**src/sblb_pkg.sv**
```systemverilog
// Package for the spectrum band bar block: beat types, band edge table,
// log threshold table and the lookup functions built on them. No dependencies.
`default_nettype none

package sblb_pkg;

  localparam int BAND_COUNT = 16;
  localparam int BIN_COUNT  = 256;
  localparam int MAX_HEIGHT = 32;

  localparam int BIN_W    = 8;
  localparam int MAG_W    = 16;
  localparam int PEAK_W   = 15;
  localparam int BAND_W   = 4;
  localparam int HEIGHT_W = 6;

  typedef struct packed {
    logic [BIN_W-1:0]        bin_index;
    logic signed [MAG_W-1:0] magnitude;
  } sblb_in_t;

  typedef struct packed {
    logic [BAND_W-1:0]   band;
    logic [HEIGHT_W-1:0] height;
    logic                last_band;
  } sblb_out_t;

  // Last bin of each band; bin BIN_COUNT-1 belongs to no band.
  localparam logic [BIN_W-1:0] BAND_LAST_BIN [BAND_COUNT] = '{
    8'd0,  8'd1,  8'd2,   8'd4,   8'd6,   8'd9,   8'd13,  8'd19,
    8'd27, 8'd39, 8'd53,  8'd73,  8'd100, 8'd136, 8'd186, 8'd254
  };

  // ceil(2^(3k/7)) for k = 1..32
  localparam logic [PEAK_W-1:0] LOG_THRESH [MAX_HEIGHT] = '{
    15'd2,    15'd2,    15'd3,    15'd4,    15'd5,    15'd6,    15'd8,    15'd11,
    15'd15,   15'd20,   15'd27,   15'd36,   15'd48,   15'd64,   15'd87,   15'd116,
    15'd157,  15'd211,  15'd283,  15'd381,  15'd512,  15'd690,  15'd928,  15'd1249,
    15'd1681, 15'd2262, 15'd3044, 15'd4096, 15'd5513, 15'd7420, 15'd9987, 15'd13441
  };

  typedef struct packed {
    logic              hit;
    logic [BAND_W-1:0] band;
  } sblb_band_t;

  function automatic sblb_band_t band_lookup(input logic [BIN_W-1:0] bin);
    sblb_band_t res;
    res.hit  = 1'b0;
    res.band = '0;
    for (int b = 0; b < BAND_COUNT; b++) begin
      if (bin == BAND_LAST_BIN[b]) begin
        res.hit  = 1'b1;
        res.band = BAND_W'(b);
      end
    end
    return res;
  endfunction

  // Thresholds are monotone, so the highest one met gives the height.
  function automatic logic [HEIGHT_W-1:0] bar_height(input logic [PEAK_W-1:0] peak);
    logic [HEIGHT_W-1:0] h;
    h = '0;
    for (int k = 0; k < MAX_HEIGHT; k++) begin
      if (peak >= LOG_THRESH[k]) begin
        h = HEIGHT_W'(k + 1);
      end
    end
    return h;
  endfunction

endpackage

`default_nettype wire

```
**src/spectrum_band_log_bars.sv**
```systemverilog
// Spectrum band bars: bins stream in at one beat per clock unless stalled, one bar
// beat comes out per band end. Two register stages: band decode at the input, peak/height
// at the output. Depends on sblb_pkg.
//
// Usage: one bin beat is taken every clock while the output side keeps up; a bin
// that ends a band becomes a bar beat after the input and output registers. Throughput is
// set by the single output register: while a bar beat waits, bins that end no band
// still move through, and a band-ending bin holds until the bar ahead of it is taken.
// Bins arriving while disabled, and bin 255, are dropped at the input. The running
// peak clears after each bar. Set enable only while the block is idle.
`default_nettype none

module spectrum_band_log_bars
  import sblb_pkg::*;
(
  input  wire logic      clk,
  input  wire logic      rst_n,
  input  wire logic      cfg_we,
  input  wire logic      cfg_wdata,
  input  wire logic      in_valid,
  output logic           in_ready,
  input  wire sblb_in_t  in_data,
  output logic           out_valid,
  input  wire logic      out_ready,
  output sblb_out_t      out_data
);

  logic              enable_r;
  logic              s1_valid_r;
  logic              s1_hit_r;
  logic [BAND_W-1:0] s1_band_r;
  logic [PEAK_W-1:0] s1_mag_r;
  logic [PEAK_W-1:0] peak_r;
  logic [PEAK_W-1:0] peak_nxt;
  logic              out_valid_r;
  sblb_out_t         out_data_r;

  sblb_band_t        in_band;
  logic              in_keep;
  logic              in_fire;
  logic              s1_fire;
  logic              out_free;

  assign in_band  = band_lookup(in_data.bin_index);
  assign in_keep  = enable_r && (in_data.bin_index != BIN_W'(BIN_COUNT - 1));
  assign out_free = !out_valid_r || out_ready;
  // a beat that ends no band never needs the output register
  assign s1_fire  = s1_valid_r && (out_free || !s1_hit_r);
  assign in_ready = !s1_valid_r || s1_fire;
  assign in_fire  = in_valid && in_ready;

  assign out_valid = out_valid_r;
  assign out_data  = out_data_r;

  always_ff @(posedge clk) begin
    if (!rst_n) begin
      enable_r <= 1'b0;
    end else if (cfg_we) begin
      enable_r <= cfg_wdata;
    end
  end

  // Input stage: drop unwanted beats, clip negatives to zero, decode band end.
  always_ff @(posedge clk) begin
    if (!rst_n) begin
      s1_valid_r <= 1'b0;
    end else if (in_ready) begin
      s1_valid_r <= in_fire && in_keep;
    end
  end

  always_ff @(posedge clk) begin
    if (in_fire) begin
      s1_hit_r  <= in_band.hit;
      s1_band_r <= in_band.band;
      s1_mag_r  <= in_data.magnitude[MAG_W-1] ? '0 : in_data.magnitude[PEAK_W-1:0];
    end
  end

  always_comb begin
    peak_nxt = (s1_mag_r > peak_r) ? s1_mag_r : peak_r;
  end

  always_ff @(posedge clk) begin
    if (!rst_n) begin
      peak_r <= '0;
    end else if (s1_fire) begin
      peak_r <= s1_hit_r ? '0 : peak_nxt;
    end
  end

  always_ff @(posedge clk) begin
    if (!rst_n) begin
      out_valid_r <= 1'b0;
    end else if (s1_fire && s1_hit_r) begin
      out_valid_r <= 1'b1;
    end else if (out_ready) begin
      out_valid_r <= 1'b0;
    end
  end

  always_ff @(posedge clk) begin
    if (s1_fire && s1_hit_r) begin
      out_data_r.band      <= s1_band_r;
      out_data_r.height    <= bar_height(peak_nxt);
      out_data_r.last_band <= (s1_band_r == BAND_W'(BAND_COUNT - 1));
    end
  end

  a_peak_clears_after_bar: assert property (@(posedge clk) disable iff (!rst_n)
    s1_fire && s1_hit_r |=> peak_r == '0)
    else $error("peak not cleared after bar beat");

  a_height_range: assert property (@(posedge clk) disable iff (!rst_n)
    out_valid_r |-> out_data_r.height <= HEIGHT_W'(MAX_HEIGHT))
    else $error("bar height above maximum");

  a_last_band: assert property (@(posedge clk) disable iff (!rst_n)
    out_valid_r |-> (out_data_r.last_band == (out_data_r.band == BAND_W'(BAND_COUNT - 1))))
    else $error("last_band flag disagrees with band");

  a_no_overwrite: assert property (@(posedge clk) disable iff (!rst_n)
    out_valid_r && !out_ready |=> out_valid_r && $stable(out_data_r))
    else $error("pending bar beat overwritten");

  a_disabled_drops: assert property (@(posedge clk) disable iff (!rst_n)
    in_fire && !enable_r |=> !s1_valid_r)
    else $error("beat kept while disabled");

endmodule

`default_nettype wire
```
**config.mk**
```make
export PLATFORM = sky130hd
export DESIGN_NAME = spectrum_band_log_bars
export DESIGN_NICKNAME = d
export VERILOG_FILES = /design/src/sblb_pkg.sv /design/src/spectrum_band_log_bars.sv
export SDC_FILE = /design/constraint.sdc
export NUM_CORES = 1
export LEC_CHECK = 0
export BUFFER_PORTS_ARGS = -buffer_cell sky130_fd_sc_hd__buf_2
export CAP_MARGIN = 0
export CORE_UTILIZATION = 61
export CTS_BUF_LIST = sky130_fd_sc_hd__clkbuf_2 sky130_fd_sc_hd__clkbuf_4 sky130_fd_sc_hd__clkbuf_8
export CTS_CLUSTER_DIAMETER = 30
export CTS_CLUSTER_SIZE = 25
export DETAILED_ROUTE_END_ITERATION = 6
export PLACE_DENSITY = 0.9
export SYNTH_ARGS = -nofsm -noshare
export SYNTH_HDL_FRONTEND = slang
export SYNTH_SLANG_ARGS = --single-unit
```
**constraint.sdc**
```tcl
create_clock -name clk -period 4.02 [get_ports clk]
set_input_delay 0.603 -clock clk [delete_from_list [all_inputs] [get_ports clk]]
set_output_delay 0.603 -clock clk [all_outputs]
set_load 0.01 [all_outputs]
```
==> results.txt, run 1 <==
----------------------------------------------------
[Status]
  Status ... finished, final reports clean

[Synthesis]
  Average footprint of a synthesized cell ... 8.87 µm²
  Net Count, Synth ... 463
  Post-synthesis cell count ... 418
  Sequential share of the synthesized area ... 34.8%
  Number of synthesized flops with an enable pin ... 31
  Synth async-reset ratio ... 0%
  Area fraction of the dominant cell type after synthesis ... 25.1%
  Number of distinct standard cells referenced by the synthesized netlist ... 70
  Library cell occupying the most area in the post-synthesis netlist ... sky130_fd_sc_hd__edfxtp_1
  Top flip-flop cell by instance count after synthesis ... sky130_fd_sc_hd__edfxtp_1
  Count of state elements after synthesis ... 49
  Yosys warning total ... 0
  Leading post-synthesis cells by cell area ... sky130_fd_sc_hd__edfxtp_1 (25%), sky130_fd_sc_hd__dfxtp_1 (9.7%), sky130_fd_sc_hd__nor2b_1 (6.1%)
  Area of the mapped netlist ... 0.00371 mm²

[Critical path]
  Critical Path AT ... 4.08 ns
  Setup CP Type ... reg2reg
  Critical path origin ... s1_mag_r[6]$_SDFFCE_PP0P_
  Crit path required time ... 4.20 ns
  CP max FO ... 13
  Worst reg2reg startpoint ... s1_mag_r[6]$_SDFFCE_PP0P_
  Kind of launch point of the worst setup path ... flip-flop
  Crit. End Element ... flip-flop
  R2r setup slk ... 0.12 ns

[Clocking]
  Clock tree from TritonCTS ... built
  Source-to-sink clock delay at the later pin of the worst-skew pair ... 0.32 ns
  Buffer levels on the longest clock path ... 2
  Inserted Clock Buffers ... 5
  CTS Root Buffer Type ... sky130_fd_sc_hd__clkbuf_8
  Total clock sinks ... 49
  Clock transition at path regs ... 0.10 ns
  Number of H-tree levels ... 2

[Min path]
  Startpoint of the most critical hold path ... s1_band_r[2]$_SDFFCE_PP1P_
  Worst hold path class ... reg2reg

[Route]
  Met3 Routed Length ... 1020 µm
  Total DRC errors in the routed layout ... 0
  Detailed-router iteration count before antenna repair ... 5
  Met1 wire length ... 4340 µm
  DR WL met2 ... 5130 µm
  Avg Vias per Cell ... 6.96
  Vias post-DR ... 3793
  Antenna Violating Nets Remaining ... 0
  Average routed wire per standard cell ... 20.2 µm
  Number of design-rule violations left by the first detailed-router iteration ... 513
  Highest routed layer ... met4
  Wirelength, routed ... 11000 µm

[Cells and area]
  Layout filler cell count ... 432
  Reg area ... 0.00129 mm²
  Fin cells ... 545
  Area Overhead vs Synth ... 13.8%
  Footprint of the multi-input gates ... 0.00223 mm²
  Share of final-layout standard cells stronger than drive strength 1 ... 19.6%
  Count of nets after finishing ... 514
  Number of diodes ... 0

[Job]
  Total of max-cap violations ... 0

[STA]
  Count of pins over their slew limit ... 0
  Number of setup violations in the final report ... 0
  Maximum operating frequency ... 0.256 GHz
  Final Hold Fails ... 0
  Sum Neg Setup Slack ... 0 ns
  RSZ-0062 raised after global routing ... no
  Pin slew with the least headroom to its limit ... 1.05 ns
  Worst relative slew slack ... 29.5%
  Post-route clock period utilization ... 97.0%
  WHS ... 0.445 ns
  Layout Skew ... 0.0137 ns
  Post-route minimum period ... 3.90 ns

[Floorplanning]
  Site row count ... 28
  Die span in y ... 79.9 µm
  Width of the die ... 79.9 µm
  Effective utilization at floorplan ... 63.0%
  Die footprint ... 0.00639 mm²
  Boundary pin count ... 43
  Core area ... 0.00589 mm²

[Power]
  Leak Pwr ... 1.59 nW
  Power Density ... 355 mW/mm²
  Worst voltage drop across the vdd grid ... 0.271 mV
  Overall Power ... 1.50 mW

[Placed design]
  Post-detailed-placement half-perimeter wirelength ... 8280 µm
  Post-Place Cells ... 537
  Number of buffer cells added on primary ports ... 42
  Placer congestion estimate ... 0.983

[Global route]
  Global routing usage summed across all routing layers ... 35.6%
  Largest net degree at the start of global routing ... 23
  Via count of the first global-routing pass ... 3396
  Final global-route overflow total ... 0
  First-pass GRT wire length ... 17100 µm
  Initial antenna violation count ... 0

----------------------------------------------------
## registers in the layout (all words and copies together) (netlist names)
name and count:
peak_r 15, s1_mag_r 15, out_data 11, s1_band_r 4, enable_r 1, out_valid 1, s1_hit_r 1, s1_valid_r 1
## cells in the mapped netlist (4+ instances only)
cell type and number:
sky130_fd_sc_hd__ha_1 15, sky130_fd_sc_hd__o211ai_1 4, sky130_fd_sc_hd__nor2b_1 36, sky130_fd_sc_hd__a211oi_1 5, sky130_fd_sc_hd__clkbuf_1 13, sky130_fd_sc_hd__a31oi_1 8, sky130_fd_sc_hd__a21o_1 6, sky130_fd_sc_hd__nor3_1 14
sky130_fd_sc_hd__buf_2 4, sky130_fd_sc_hd__a32oi_1 4, sky130_fd_sc_hd__nand4_1 6, sky130_fd_sc_hd__nor4b_1 4, sky130_fd_sc_hd__o21ai_0 12, sky130_fd_sc_hd__mux2_2 5, sky130_fd_sc_hd__a22oi_1 11, sky130_fd_sc_hd__mux2i_1 15
sky130_fd_sc_hd__nor4_1 6, sky130_fd_sc_hd__nand3_1 14, sky130_fd_sc_hd__nor2_1 31, sky130_fd_sc_hd__edfxtp_1 31, sky130_fd_sc_hd__a21oi_1 33, sky130_fd_sc_hd__dfxtp_1 18, sky130_fd_sc_hd__nand2_1 31, sky130_fd_sc_hd__inv_1 20
## cell type report
type                    count  area share, %
multi-input cells         328           52.8
clock inverters             3           1.54
clock buffers               5           1.63
repair buffers             65           9.37
well taps                  75           2.22
inverters                  20           1.78
flip-flops and latches     49           30.6
## kinds of logic after synthesis
group / after synthesis / share of synthesized area [%]
xor+xnor: 2 / 0.473
compound gates: 127 / 24.8
flops: 49 / 34.8
simple gates: 162 / 23.3
mux: 22 / 6.35
fa+ha+maj: 15 / 5.06
buf+inv: 41 / 5.13
## worst max-delay path, stage by stage (launching register included)
cell,delay (ns)
sky130_fd_sc_hd__edfxtp_1,0.53
sky130_fd_sc_hd__ha_1,0.37
sky130_fd_sc_hd__nand4_1,0.12
sky130_fd_sc_hd__or4b_1,0.55
sky130_fd_sc_hd__o211ai_2,0.22
sky130_fd_sc_hd__and2_1,0.26
sky130_fd_sc_hd__buf_4,0.22
sky130_fd_sc_hd__a21oi_2,0.15
sky130_fd_sc_hd__o41ai_2,0.38
sky130_fd_sc_hd__a21oi_1,0.17
sky130_fd_sc_hd__o311a_4,0.44
sky130_fd_sc_hd__a221oi_2,0.18
sky130_fd_sc_hd__o31a_1,0.17
## worst paths after layout
check        depth (start not counted)                         to
max reg2reg                         12  out_data[1]$_SDFFCE_PP0P_
min reg2reg                          0      out_data[9]$_DFFE_PP_
min                                  0      out_data[9]$_DFFE_PP_
max                                 12  out_data[1]$_SDFFCE_PP0P_
## through the flow
stage	setup slack (ns)	util, %	instance area, µm²
finish	0.121	71.7	4220
global route	0.00150	71.7	4220
CTS	0.152	71.6	4210
detailed placement	0.201	69.3	4080
global placement	0.263	69.3	4080
floorplan	0.562	-	3710
## power by group
part	internal [mW]	switching, mW	leakage (nW)
sequential	0.561	0.0211	0.439
combinational	0.194	0.299	1.08
clock	0.247	0.176	0.0681
## layer usage
metal,vias up,GRT usage (%)
li1,1697,-
met1,1771,45.8
met2,270,57.2
met3,55,6.40
met4,0,17.9
met5,-,0
## layout by cell type, fill, tap and decap left out, drive strengths merged, types with 4 or more instances in the layout
cell type / instances
a22oi: 11
nor4: 6
a21oi: 35
nand2: 32
edfxtp: 31
nor2: 31
nand3: 14
inv: 20
a21o: 6
clkbuf: 5
a31oi: 8
nor4b: 4
o211ai: 5
o21ai: 15
buf: 65
dfxtp: 18
nor2b: 36
nand4: 6
mux2: 6
a32oi: 4
a211oi: 5
ha: 15
nor3: 14
mux2i: 16
## timing repair
item | in CTS | in global routing
hold buffers | 0 | 0
setup endpoints to repair | 0 | 3
setup buffers | 0 | 0
resized for setup | 0 | 2
Power figures use the tool's default switching activity.
==> run 2: changes to the inputs <==
--- a/config.mk
+++ b/config.mk
@@ -12,7 +12,8 @@
 export CTS_CLUSTER_DIAMETER = 30
 export CTS_CLUSTER_SIZE = 25
 export DETAILED_ROUTE_END_ITERATION = 6
-export PLACE_DENSITY = 0.9
+export PLACE_DENSITY_LB_ADDON = 0.08
+export SKIP_LAST_GASP = 1
 export SYNTH_ARGS = -nofsm -noshare
 export SYNTH_HDL_FRONTEND = slang
 export SYNTH_SLANG_ARGS = --single-unit
==> results.txt, run 2 (synthesis results as in run 1) <==
----------------------------------------------------
[STA]
  Sum Neg Setup Slack ... 0 ns (unchanged)
  RSZ-0062 raised after global routing ... no (unchanged)
  Maximum operating frequency ... 0.265 GHz (was 0.256 GHz)
  Post-route minimum period ... 3.78 ns (was 3.90 ns)
  Count of pins over their slew limit ... 0 (unchanged)
  Number of setup violations in the final report ... 0 (unchanged)
  Layout Skew ... 0.0132 ns (was 0.0137 ns)
  Post-route clock period utilization ... 94.0% (was 97.0%)
  Final Hold Fails ... 0 (unchanged)
  Worst relative slew slack ... 25.8% (was 29.5%)
  Pin slew with the least headroom to its limit ... 1.11 ns (was 1.05 ns)

[Power]
  P_int ... 937 µW (was 1.00 mW)
  Net switching fraction of the power ... 33.0% (was 33.1%)
  Leak Pwr ... 1.56 nW (was 1.59 nW)
  Clock share of power ... 25.1% (was 28.2%)
  Flop pwr share ... 41.8% (was 38.9%)
  Combinational group share of total power ... 33.1% (was 32.9%)
  Worst voltage drop across the vdd grid ... 0.252 mV (was 0.271 mV)
  Power Density ... 336 mW/mm² (was 355 mW/mm²)
  Overall Power ... 1.40 mW (was 1.50 mW)
  NetSw ... 461 µW (was 496 µW)

[Floorplanning]
  Boundary pin count ... 43 (unchanged)
  Effective utilization at floorplan ... 63.0% (unchanged)
  Die span in y ... 79.9 µm (unchanged)
  Site row count ... 28 (unchanged)
  Width of the die ... 79.9 µm (unchanged)
  Core area ... 0.00589 mm² (unchanged)
  Die footprint ... 0.00639 mm² (unchanged)

[Route]
  Antenna Violating Nets Remaining ... 0 (unchanged)
  Detailed-router iteration count before antenna repair ... 5 (unchanged)
  Average routed wire per standard cell ... 18.4 µm (was 20.2 µm)
  Avg Vias per Cell ... 6.73 (was 6.96)
  Total DRC errors in the routed layout ... 0 (unchanged)
  Vias post-DR ... 3640 (was 3793)
  Wirelength, routed ... 9960 µm (was 11000 µm)
  Number of design-rule violations left by the first detailed-router iteration ... 361 (was 513)

[Critical path]
  End of the worst register-to-register path ... out_data[1]$_SDFFCE_PP0P_ (unchanged)
  Kind of launch point of the worst setup path ... flip-flop (unchanged)
  Setup CP Type ... reg2reg (unchanged)
  Critical path origin ... s1_mag_r[14]$_SDFFCE_PP0P_ (was s1_mag_r[6]$_SDFFCE_PP0P_)
  Number of cell instances on the worst register-to-register path ... 12 (unchanged)
  Kind of cell adding the most delay to the critical path ... simple AND/OR/NAND/NOR gates (was compound AO/OA/AOI/OAI gates)
  CP max FO ... 35 (was 13)
  Critical path depth in cells ... 12 (unchanged)
  Critical Path AT ... 3.84 ns (was 4.08 ns)
  List of cells traversed by the critical path ... ha_1 > nand4_1 > or4b_1 > o211ai_2 > and2_1 > buf_12 > mux2i_1 > o32ai_1 > a221oi_1 > nor2b_1 > o211a_1 > o31a_1 (was ha_1 > nand4_1 > or4b_1 > o211ai_2 > and2_1 > buf_4 > a21oi_2 > o41ai_2 > a21oi_1 > o311a_4 > a221oi_2 > o31a_1)
  R2r setup slk ... 0.24 ns (was 0.12 ns)
  CP bufs+invs ... 1 (unchanged)
  Crit path required time ... 4.08 ns (was 4.20 ns)
  Cell with the biggest individual delay on the critical path ... sky130_fd_sc_hd__or4b_1 (unchanged)
  Crit. End Element ... flip-flop (unchanged)
  Critical Path Max Stage Delay ... 0.58 ns (was 0.55 ns)
  Worst reg2reg startpoint ... s1_mag_r[14]$_SDFFCE_PP0P_ (was s1_mag_r[6]$_SDFFCE_PP0P_)
  Crit path capture ... out_data[1]$_SDFFCE_PP0P_ (unchanged)

[Clocking]
  Number of H-tree levels ... 2 (unchanged)
  Clock tree from TritonCTS ... built (unchanged)
  Clock transition at path regs ... 0.09 ns (was 0.10 ns)
  Buffer levels on the longest clock path ... 2 (unchanged)
  CTS Root Buffer Type ... sky130_fd_sc_hd__clkbuf_8 (unchanged)
  Number of hold buffers added after cts ... 0 (unchanged)
  Inserted Clock Buffers ... 5 (unchanged)
  Total clock sinks ... 49 (unchanged)
  Source-to-sink clock delay at the later pin of the worst-skew pair ... 0.30 ns (was 0.32 ns)

[Cells and area]
  Count of nets after finishing ... 510 (was 514)
  Most common cell after layout, fill and taps aside ... sky130_fd_sc_hd__buf_2 (unchanged)
  Layout filler cell count ... 451 (was 432)
  Share of final-layout standard cells stronger than drive strength 1 ... 18.5% (was 19.6%)
  Commonest cells after routing, fill and taps aside ... sky130_fd_sc_hd__buf_2 (42), sky130_fd_sc_hd__nor2b_1 (36), sky130_fd_sc_hd__a21oi_1 (33) (unchanged)
  Number of diodes ... 0 (unchanged)
  Area Overhead vs Synth ... 12.4% (was 13.8%)

[Global route]
  Via count of the first global-routing pass ... 3307 (was 3396)
  Final global-route overflow total ... 0 (unchanged)
  Global routing usage summed across all routing layers ... 32.8% (was 35.6%)
  Initial antenna violation count ... 0 (unchanged)
  Largest net degree at the start of global routing ... 36 (was 23)
  First-pass GRT wire length ... 15900 µm (was 17100 µm)

[Min path]
  Worst hold path class ... reg2reg (unchanged)

[Job]
  Total of max-cap violations ... 0 (unchanged)

[Placed design]
  Number of buffer cells added on primary ports ... 42 (unchanged)
  Placer congestion estimate ... 0.934 (was 0.983)
  Post-detailed-placement half-perimeter wirelength ... 7530 µm (was 8280 µm)

[Status]
  Status ... finished, final reports clean (unchanged)

----------------------------------------------------
[run 2: power groups by stage]
stage                     clock (mW)  combinational (mW)  sequential [mW]
after floorplan                    0               0.327            0.587
after global placement             0               0.441            0.593
after detailed placement           0               0.445            0.594
after CTS                      0.351               0.448            0.583
after global routing           0.367               0.501            0.587
final                          0.351               0.463            0.584
[run 2: per-layer routing]
layer	GRT usage [%]	wire, µm	part of all wire [%]
met5	0	0	0
met4	12.3	261	2.6
met3	4.57	797	8.0
met2	51.4	4540	46
met1	45.8	4360	44
[run 2: final cells by class]
class	instances	area [µm²]	share of cell area, %
Sequential cell	49	1290	31.0
Clock buffer	6	76.3	1.83
Inverter	20	75.1	1.80
Timing Repair Buffer	61	365	8.77
Clock inverter	2	33.8	0.811
Tap cell	75	93.8	2.25
Multi-Input combinational cell	328	2230	53.5
[run 2: metrics by stage]
step / worst slack, ns / utilization [%] / std cells / cell area, µm² / hold slack (ns)
CTS: 0.266 / 70.7 / 541 / 4160 / 0.443
detailed placement: 0.302 / 68.8 / 533 / 4050 / 0.426
global route: 0.0728 / 70.7 / 541 / 4160 / 0.456
global placement: 0.415 / 68.8 / 533 / 4050 / 0.424
finish: 0.240 / 70.7 / 541 / 4160 / 0.440
floorplan: 0.562 / - / 418 / 3710 / 0.418
[run 2: how the worst min path moves through the flow]
stage	end	from	depth (start not counted)
2_1_floorplan	out_data[8]$_DFFE_PP_	s1_band_r[1]$_SDFFCE_PP1P_	0
3_3_place_gp	out_data[9]$_DFFE_PP_	s1_band_r[2]$_SDFFCE_PP1P_	0
3_5_place_dp	out_data[9]$_DFFE_PP_	s1_band_r[2]$_SDFFCE_PP1P_	0
4_1_cts	out_data[9]$_DFFE_PP_	s1_band_r[2]$_SDFFCE_PP1P_	0
5_1_grt	out_data[9]$_DFFE_PP_	s1_band_r[2]$_SDFFCE_PP1P_	0
6_report	out_data[9]$_DFFE_PP_	s1_band_r[2]$_SDFFCE_PP1P_	0
[run 2: repair_timing]
item,CTS,global route
resized for setup,0,1
endpoints found under the hold margin,0,0
endpoints found under the setup margin,0,1
setup buffers,0,0
